`config.mk`:
```
export PLATFORM = sky130hd
export DESIGN_NAME = pipt_rot_prep
export DESIGN_NICKNAME = d
export VERILOG_FILES = /design/src/design/pipt_pkg.sv /design/src/design/pipt_rot_prep.sv
export SDC_FILE = /design/constraint.sdc
export NUM_CORES = 2
export LEC_CHECK = 0
export BUFFER_PORTS_ARGS = -buffer_cell sky130_fd_sc_hd__buf_2
export CORE_MARGIN = 1
export CORE_UTILIZATION = 60
export CTS_BUF_LIST = sky130_fd_sc_hd__clkbuf_8
export DETAILED_ROUTE_END_ITERATION = 7
export HOLD_SLACK_MARGIN = 0.02
export PLACE_DENSITY = 0.8
export SETUP_SLACK_MARGIN = 0.3
export SYNTH_ARGS = -nofsm -noshare
export SYNTH_HDL_FRONTEND = slang
export SYNTH_SLANG_ARGS = --single-unit
```
`constraint.sdc`:
```
create_clock -name clk -period 8.4 [get_ports clk]
set_input_delay 0.42 -clock clk [delete_from_list [all_inputs] [get_ports clk]]
set_output_delay 0.42 -clock clk [all_outputs]
set_load 0.005 [all_outputs]
```
`src/design/pipt_pkg.sv`:
```
// Package for the power-invariant Park transform: widths, gains, sine coefficients
// and the transfer structs shared by the lanes, the merge stage and the top level.
// No dependencies.
package pipt_pkg;

  localparam int SAMPLE_WIDTH = 16;
  localparam int ANGLE_WIDTH  = 16;

  localparam int PHASE_WIDTH  = 32;  // angle placed as a 32-bit turn fraction
  localparam int FRAC_BITS    = 30;  // Q2.30 trig and gain grid
  localparam int QUART_WIDTH  = 31;  // folded angle and its square, 0 .. 2^30
  localparam int POLY_WIDTH   = 32;  // Horner accumulator
  localparam int TRIG_WIDTH   = 32;  // signed sine/cosine, -2^30 .. 2^30
  localparam int OPER_WIDTH   = 32;  // rotation operands
  localparam int GAIN_WIDTH   = 31;
  localparam int ACC_WIDTH    = 64;

  localparam int HORNER_STEPS = 6;
  localparam int SINE_LAT     = HORNER_STEPS + 4;
  localparam int PREP_LAT     = 3;
  localparam int MERGE_LAT    = 5;

  localparam logic [PHASE_WIDTH-1:0] PHASE_QUARTER = 32'h4000_0000;
  localparam logic [QUART_WIDTH-1:0] QUART_ONE     = 31'h4000_0000;

  typedef logic signed [POLY_WIDTH-1:0]   poly_t;
  typedef logic signed [TRIG_WIDTH-1:0]   trig_t;
  typedef logic signed [OPER_WIDTH-1:0]   oper_t;
  typedef logic signed [ACC_WIDTH-1:0]    acc_t;
  typedef logic signed [GAIN_WIDTH-1:0]   gain_t;
  typedef logic signed [SAMPLE_WIDTH-1:0] sample_t;

  localparam trig_t TRIG_ONE = 32'sh4000_0000;

  // odd sine polynomial, Q30, lowest order first
  localparam poly_t SINE_COEF [HORNER_STEPS+1] = '{
    32'sd1686629713, -32'sd693598668, 32'sd85569306, -32'sd5026995,
    32'sd172272, -32'sd3864, 32'sd61
  };

  localparam gain_t GAIN_K  = 31'sd876706528;  // sqrt(2/3)
  localparam gain_t GAIN_KH = 31'sd438353264;  // sqrt(2/3)/2
  localparam gain_t GAIN_R  = 31'sd759250125;  // 1/sqrt(2)

  typedef enum logic {
    CMD_FORWARD = 1'b0,
    CMD_INVERSE = 1'b1
  } cmd_t;

  typedef struct packed {
    cmd_t                   command;
    logic [ANGLE_WIDTH-1:0] angle;
    sample_t                in_first;
    sample_t                in_second;
    sample_t                in_third;
  } in_item_t;

  typedef struct packed {
    sample_t out_first;
    sample_t out_second;
    sample_t out_third;
  } out_item_t;

  // operands handed from the prep lane to the merge stage
  typedef struct packed {
    cmd_t  command;
    oper_t op_u;
    oper_t op_v;
  } rot_in_t;

endpackage

```
`src/design/pipt_rot_prep.sv`:
```
// Prep lane: Clarke-style alpha/beta scaling for the forward command, operand
// select for the inverse, delayed to line up with the sine lanes. Depends on pipt_pkg.
module pipt_rot_prep (
  input  logic               clk,
  input  logic               en,
  input  pipt_pkg::in_item_t item,
  output pipt_pkg::rot_in_t  rot
);

  localparam int SW    = pipt_pkg::SAMPLE_WIDTH;
  localparam int GW    = pipt_pkg::GAIN_WIDTH;
  localparam int OW    = pipt_pkg::OPER_WIDTH;
  localparam int SUM_W = SW + 2;
  localparam int DIF_W = SW + 1;
  localparam int PRD_W = SUM_W + GW;
  localparam int DLY   = pipt_pkg::SINE_LAT - pipt_pkg::PREP_LAT;
  localparam logic [PRD_W:0] HALF = (PRD_W + 1)'(1) << (SW - 2);

  logic signed [SUM_W-1:0] sum_r;
  logic signed [DIF_W-1:0] dif_r;
  logic signed [PRD_W-1:0] pa_r;
  logic signed [PRD_W-1:0] pb_r;
  logic [PRD_W:0]          pa_rnd;
  logic [PRD_W:0]          pb_rnd;
  pipt_pkg::cmd_t          cmd_r [2];
  pipt_pkg::sample_t       first_r [2];
  pipt_pkg::sample_t       second_r [2];
  pipt_pkg::rot_in_t       rot_nxt;
  pipt_pkg::rot_in_t       rot_r;
  pipt_pkg::rot_in_t       dly_r [DLY];

  // round half up, then drop SW-1 fraction bits
  assign pa_rnd = {pa_r[PRD_W-1], pa_r} + HALF;
  assign pb_rnd = {pb_r[PRD_W-1], pb_r} + HALF;

  always_comb begin
    rot_nxt.command = cmd_r[1];
    if (cmd_r[1] == pipt_pkg::CMD_FORWARD) begin
      rot_nxt.op_u = pa_rnd[SW-1 +: OW];
      rot_nxt.op_v = pb_rnd[SW-1 +: OW];
    end else begin
      rot_nxt.op_u = pipt_pkg::oper_t'(first_r[1]);
      rot_nxt.op_v = pipt_pkg::oper_t'(second_r[1]);
    end
  end

  always_ff @(posedge clk) begin
    if (en) begin
      sum_r       <= (SUM_W'(item.in_first) <<< 1) - SUM_W'(item.in_second)
                     - SUM_W'(item.in_third);
      dif_r       <= DIF_W'(item.in_second) - DIF_W'(item.in_third);
      cmd_r[0]    <= item.command;
      first_r[0]  <= item.in_first;
      second_r[0] <= item.in_second;
      pa_r        <= sum_r * pipt_pkg::GAIN_KH;
      pb_r        <= dif_r * pipt_pkg::GAIN_R;
      cmd_r[1]    <= cmd_r[0];
      first_r[1]  <= first_r[0];
      second_r[1] <= second_r[0];
      rot_r       <= rot_nxt;
      dly_r[0]    <= rot_r;
      for (int i = 1; i < DLY; i++) begin
        dly_r[i] <= dly_r[i-1];
      end
    end
  end

  assign rot = dly_r[DLY-1];

endmodule

```
== Word-level counts from Yosys, hierarchy flattened ==
Memories as Yosys holds them, arrays and structs flattened.
Cells that the tools add are included.
W data, S select, Z words.
Operators by class
  muxes and demuxes: 3
  $add $sub $neg: 5
  $mul: 2
Operator list (count)
  $add A47 B16 Y47 const B: 2
  $mux W64: 1
  $mul A17 B31 Y47 const B: 1
  $mul A18 B26 Y43 const B: 1
  $sub A17 B16 Y18: 1
  $sub A18 B16 Y18: 1
  $sub A16 B16 Y17: 1
  $mux W1: 2
Storage, ports and cells
  bits in writable memories: 521
  logic and storage cells: 21
  flip-flop bits (word level): 190
  bits of input ports: 67
  output and inout bits: 65
  memories: 4
Memories
  dly_r: depth 7, bits a word 65, rd ports 7, clocked after memory_dff 0, wr ports 7, RTL line pipt_rot_prep.sv:30  | pipt_pkg::rot_in_t dly_r [DLY];
  first_r: depth 2, bits a word 16, rd ports 2, clocked after memory_dff 0, wr ports 2, RTL line pipt_rot_prep.sv:26  | pipt_pkg::sample_t first_r [2];
  second_r: depth 2, bits a word 16, rd ports 2, clocked after memory_dff 0, wr ports 2, RTL line pipt_rot_prep.sv:27  | pipt_pkg::sample_t second_r [2];
  cmd_r: depth 2, bits a word 1, rd ports 2, clocked after memory_dff 0, wr ports 2, RTL line pipt_rot_prep.sv:25  | pipt_pkg::cmd_t cmd_r [2];

== Longest topological paths before layout ==
  word-level depth: 2
  depth in mapped cells: 24

== Least setup slack after synthesis ==
Ideal clock, no wire load.
  path type: reg-to-reg
  start point: reg sum_r[12]
  end point: reg pa_r[46], data pin
  buffers on the path: 0
  setup slack: 2480 ps
  data required time: 8134 ps
  arrival: 5655 ps
  cell stages (with the launch flop): 21
  cell sequence: edfxtp_1 > fa_1 > inv_1 > fa_1 > inv_1 > fa_1 > inv_1 > fa_1 > fa_1 > fa_1 > inv_1 > ha_1 > and3_1 > a221o_1 > a21oi_1 > o21ai_2 > a31o_4 > nand4_2 > a21oi_2 > o211ai_1 > or3b_1
Between the ends
  cells in the longest elaborated chain, start to end: 1
Ends and longest elaborated chain
  start: declaration: RTL line pipt_rot_prep.sv:19  | logic signed [SUM_W-1:0] sum_r;
  start signal: assignment: RTL line pipt_rot_prep.sv:49  | sum_r <= (SUM_W'(item.in_first) <<< 1) - SUM_W'(item.in_second)
  $mul A18 B26 Y43: RTL line pipt_rot_prep.sv:55  | pa_r <= sum_r * pipt_pkg::GAIN_KH;
  end signal: assignment: RTL line pipt_rot_prep.sv:55
  end: declaration: RTL line pipt_rot_prep.sv:21  | logic signed [PRD_W-1:0] pa_r;
Every way passes these cells.
A chain may end at the register's enable or synchronous reset.

== Final worst setup path ==
  start point: reg dif_r[6]
  end point: reg pb_r[45], data pin
Between the ends
  cells in the longest elaborated chain, start to end: 1
Ends and longest elaborated chain
  start: declaration: RTL line pipt_rot_prep.sv:20  | logic signed [DIF_W-1:0] dif_r;
  start signal: assignment: RTL line pipt_rot_prep.sv:51  | dif_r <= DIF_W'(item.in_second) - DIF_W'(item.in_third);
  $mul A17 B31 Y47: RTL line pipt_rot_prep.sv:56  | pb_r <= dif_r * pipt_pkg::GAIN_R;
  end signal: assignment: RTL line pipt_rot_prep.sv:56
  end: declaration: RTL line pipt_rot_prep.sv:22  | logic signed [PRD_W-1:0] pb_r;
Every way passes these cells.

==> impl_metrics.py <==
metrics = {
    "outcome": {
        "status": "finished clean",
    },
    "cts": {
        "ctsHoldBuffers": 31,
        "clockBufferDepth": 3,
        "insertion_delay_ns": 0.70,
        "h-tree-depth": 3,
        "numCtsBuffers": 99,
        "cts_tree": "built",
        "cts_sinks": 687,
        "ctsResizeCount": 0,
        "post-cts-setup-buffer-count": 0,
        "clkTransAtPathRegs_ns": 0.06,
        "cts-root-buf": "clkbuf_8",
    },
    "floorplan": {
        "rows": 93,
        "core_um2": 64700,
        "die_height_um": 258,
        "ios": 132,
        "die_area_um2": 66700,
        "floorplan.initialDensity": 0.609,
        "fp.dieW_um": 258,
    },
    "global_routing": {
        "antenna_found_initial": 4,
        "track_usage": 0.230,
        "grt_pass1_vias": 22000,
        "grt-ovfl-total": 0,
        "grt_max_degree": 191,
        "grt_pass1_wl_mm": 117,
    },
    "yosys": {
        "synth_ff_type": "edfxtp_1",
        "synthCells": 2778,
        "netlist_area_um2": 39400,
        "ys_types": 72,
        "synth_top_area_frac": 0.524,
        "syn_nets": 3603,
        "synth_seq_area_share": 0.524,
        "yosysWarningCount": 0,
        "synth_async_sr_flop_share": 0,
        "syn_area_per_cell_um2": 14.2,
        "synth-seq-cells": 687,
        "synth_edf_count": 687,
        "synth_area_leader_cell": "edfxtp_1",
        "synth_area_leaders": "edfxtp_1, fa_1, ha_1",
    },
    "timing": {
        "period_share": 0.836,
        "setup-tns-final_ns": 0,
        "max_slew_margin": 0.290,
        "fin_ws_ns": 1.38,
        "worst_pin_slew_ns": 1.06,
        "fin_crit_ns": 7.02,
        "report.final.slew_viol_count": 0,
        "clock_skew_ns": 0.0377,
        "fmaxAchievable_mhz": 142,
        "rsz0062_at_grt": "no",
        "hold_viol_final": 0,
        "setup_violations": 0,
    },
    "place": {
        "gp_congestion": 0.921,
        "dpl.hpwl_mm": 57.8,
        "preCtsSetupSlack_ns": 1.48,
        "io_buffers": 115,
    },
    "drt": {
        "ant_nets": 0,
        "wirelength_mm": 73.3,
        "drc": 0,
        "routedWlPerCell_um": 18.6,
        "drt_first_pass_iters": 5,
        "vias": 20700,
        "drt-initial-drc-count": 1162,
        "vias_per_cell": 5.26,
    },
    "cells_and_area": {
        "fill_cells": 4623,
        "multi_input_area_um2": 16400,
        "seqCellArea_um2": 20600,
        "area_delta_synth_final_pct": 9.59,
        "fin_nets": 3839,
        "drive_above_1_share": 0.0897,
    },
    "setup_path": {
        "cp-end-kind": "register",
        "start_kind": "register",
        "critPathBufInv": 4,
        "path_common_cell": "fa_1",
        "worstPathArrival_ns": 7.43,
        "worstPathRequired_ns": 8.81,
        "r2r_end": "pb_r[45]",
        "max_stage_delay_ns": 0.75,
        "rrSetupSlack_ns": 1.38,
        "r2r-start": "dif_r[6]",
        "path_max_fanout": 9,
        "worstSetupPathType": "reg -> reg",
        "r2r_cells": 21,
        "crit_family": "adder cells",
        "startpoint": "dif_r[6]",
        "worstPathCellList": "inv_1, ha_1, fa_1, fa_1, inv_1, fa_1, inv_1, fa_1, inv_1, fa_1, ha_1, a21o_1, a21o_1, a211oi_1, o31ai_1, o2bb2ai_1, nor2_4, a211oi_1, o31a_1, mux2i_1, o2111ai_1",
        "crit_slowest_cell": "edfxtp_1",
    },
    "hold_path": {
        "min_path_cells": 1,
        "min_to": "second_r[0][14]",
        "hold_path_class": "in -> reg",
        "min_from": "item[30]",
    },
    "run": {
        "max-cap-violations": 0,
    },
}
==> worst max path at each step <==
stage	endpoint	cells after the start
after CTS	pb_r[45]	21
after global placement	pb_r[45]	21
after floorplan	pa_r[46]	20
after global routing	pb_r[45]	21
final	pb_r[45]	21
after detailed placement	pb_r[45]	21
==> state kept, by name, summed over array words and instances, names as in the netlist <==
register  cells
sum_r        18
pa_r         33
second_r     32
rot_r        65
cmd_r         2
first_r      32
dif_r        17
dly_r       455
pb_r         33
==> through the flow <==
step,cell area [µm²],cells,utilization,hold WS [ns]
detailed placement,41100,3737,0.635,0.405
global placement,41100,3737,0.635,0.400
global route,43200,3934,0.667,0.0402
CTS,43200,3933,0.667,0.0236
finish,43200,3934,0.667,0.0883
floorplan,39400,2778,-,0.400
==> cell usage in the layout, fill, tap and decap left out, drive strengths merged, types with 6 or more instances in the layout <==
cell type / synthesis / final
nor2b: 6 / 6
nand2: 89 / 89
or2: 8 / 8
and3: 22 / 22
nor2: 45 / 45
buf: 0 / 123
clkbuf: 19 / 100
xnor2: 80 / 80
inv: 603 / 633
a211oi: 6 / 6
o21bai: 13 / 13
fa: 315 / 315
xor2: 80 / 80
dlygate4sd3: 0 / 31
nand4: 22 / 22
edfxtp: 687 / 687
a21oi: 106 / 106
a31oi: 7 / 7
nor3: 10 / 10
nand3: 41 / 41
a21o: 43 / 43
clkinv: 0 / 32
ha: 443 / 443
o21ai: 57 / 57
==> per-layer routing <==
metal  wire length (µm)  track usage  vias to the layer above
met2              34200        0.371                      445
li1                   -            -                     9875
met5                 13            0                        -
met1              34100        0.329                    10200
met4               1380       0.0587                        2
met3               3670       0.0403                      114
==> cells in the mapped netlist, drive strengths merged (8+ instances only) <==
cell type	count
a21oi	106
edfxtp	687
and3	22
o21ai	57
a21o	43
inv	603
nor2	45
fa	315
nor3	10
clkbuf	19
nand4	22
xor2	80
xnor2	80
o21bai	13
nand2	89
ha	443
or2	8
nand3	41
==> cell families (layout without fill, tap and decap cells) <==
family / Yosys count / count (layout) / synth area share
multiplexers: 3 / 3 / 0.000826
adder cells (fa/ha/maj): 758 / 758 / 0.301
flip-flops: 687 / 687 / 0.524
AO/OA/AOI/OAI: 273 / 273 / 0.0446
other: 0 / 1 / 0
AND/OR/NAND/NOR: 275 / 275 / 0.0353
XOR/XNOR: 160 / 160 / 0.0356
buffers and inverters: 622 / 922 / 0.0593
==> layout make-up <==
class                           count  share of cell area
Antenna cell                        1           0.0000580
Clock buffer                      100              0.0319
Clock inverter                     65             0.00974
Inverter                          603              0.0524
Multi-Input combinational cell   1469               0.381
Sequential cell                   687               0.478
Tap cell                          855              0.0248
Timing Repair Buffer              154              0.0227
Power is not shown: default switching activity piles up to over one toggle a cycle in this logic, so the estimate is an artifact.
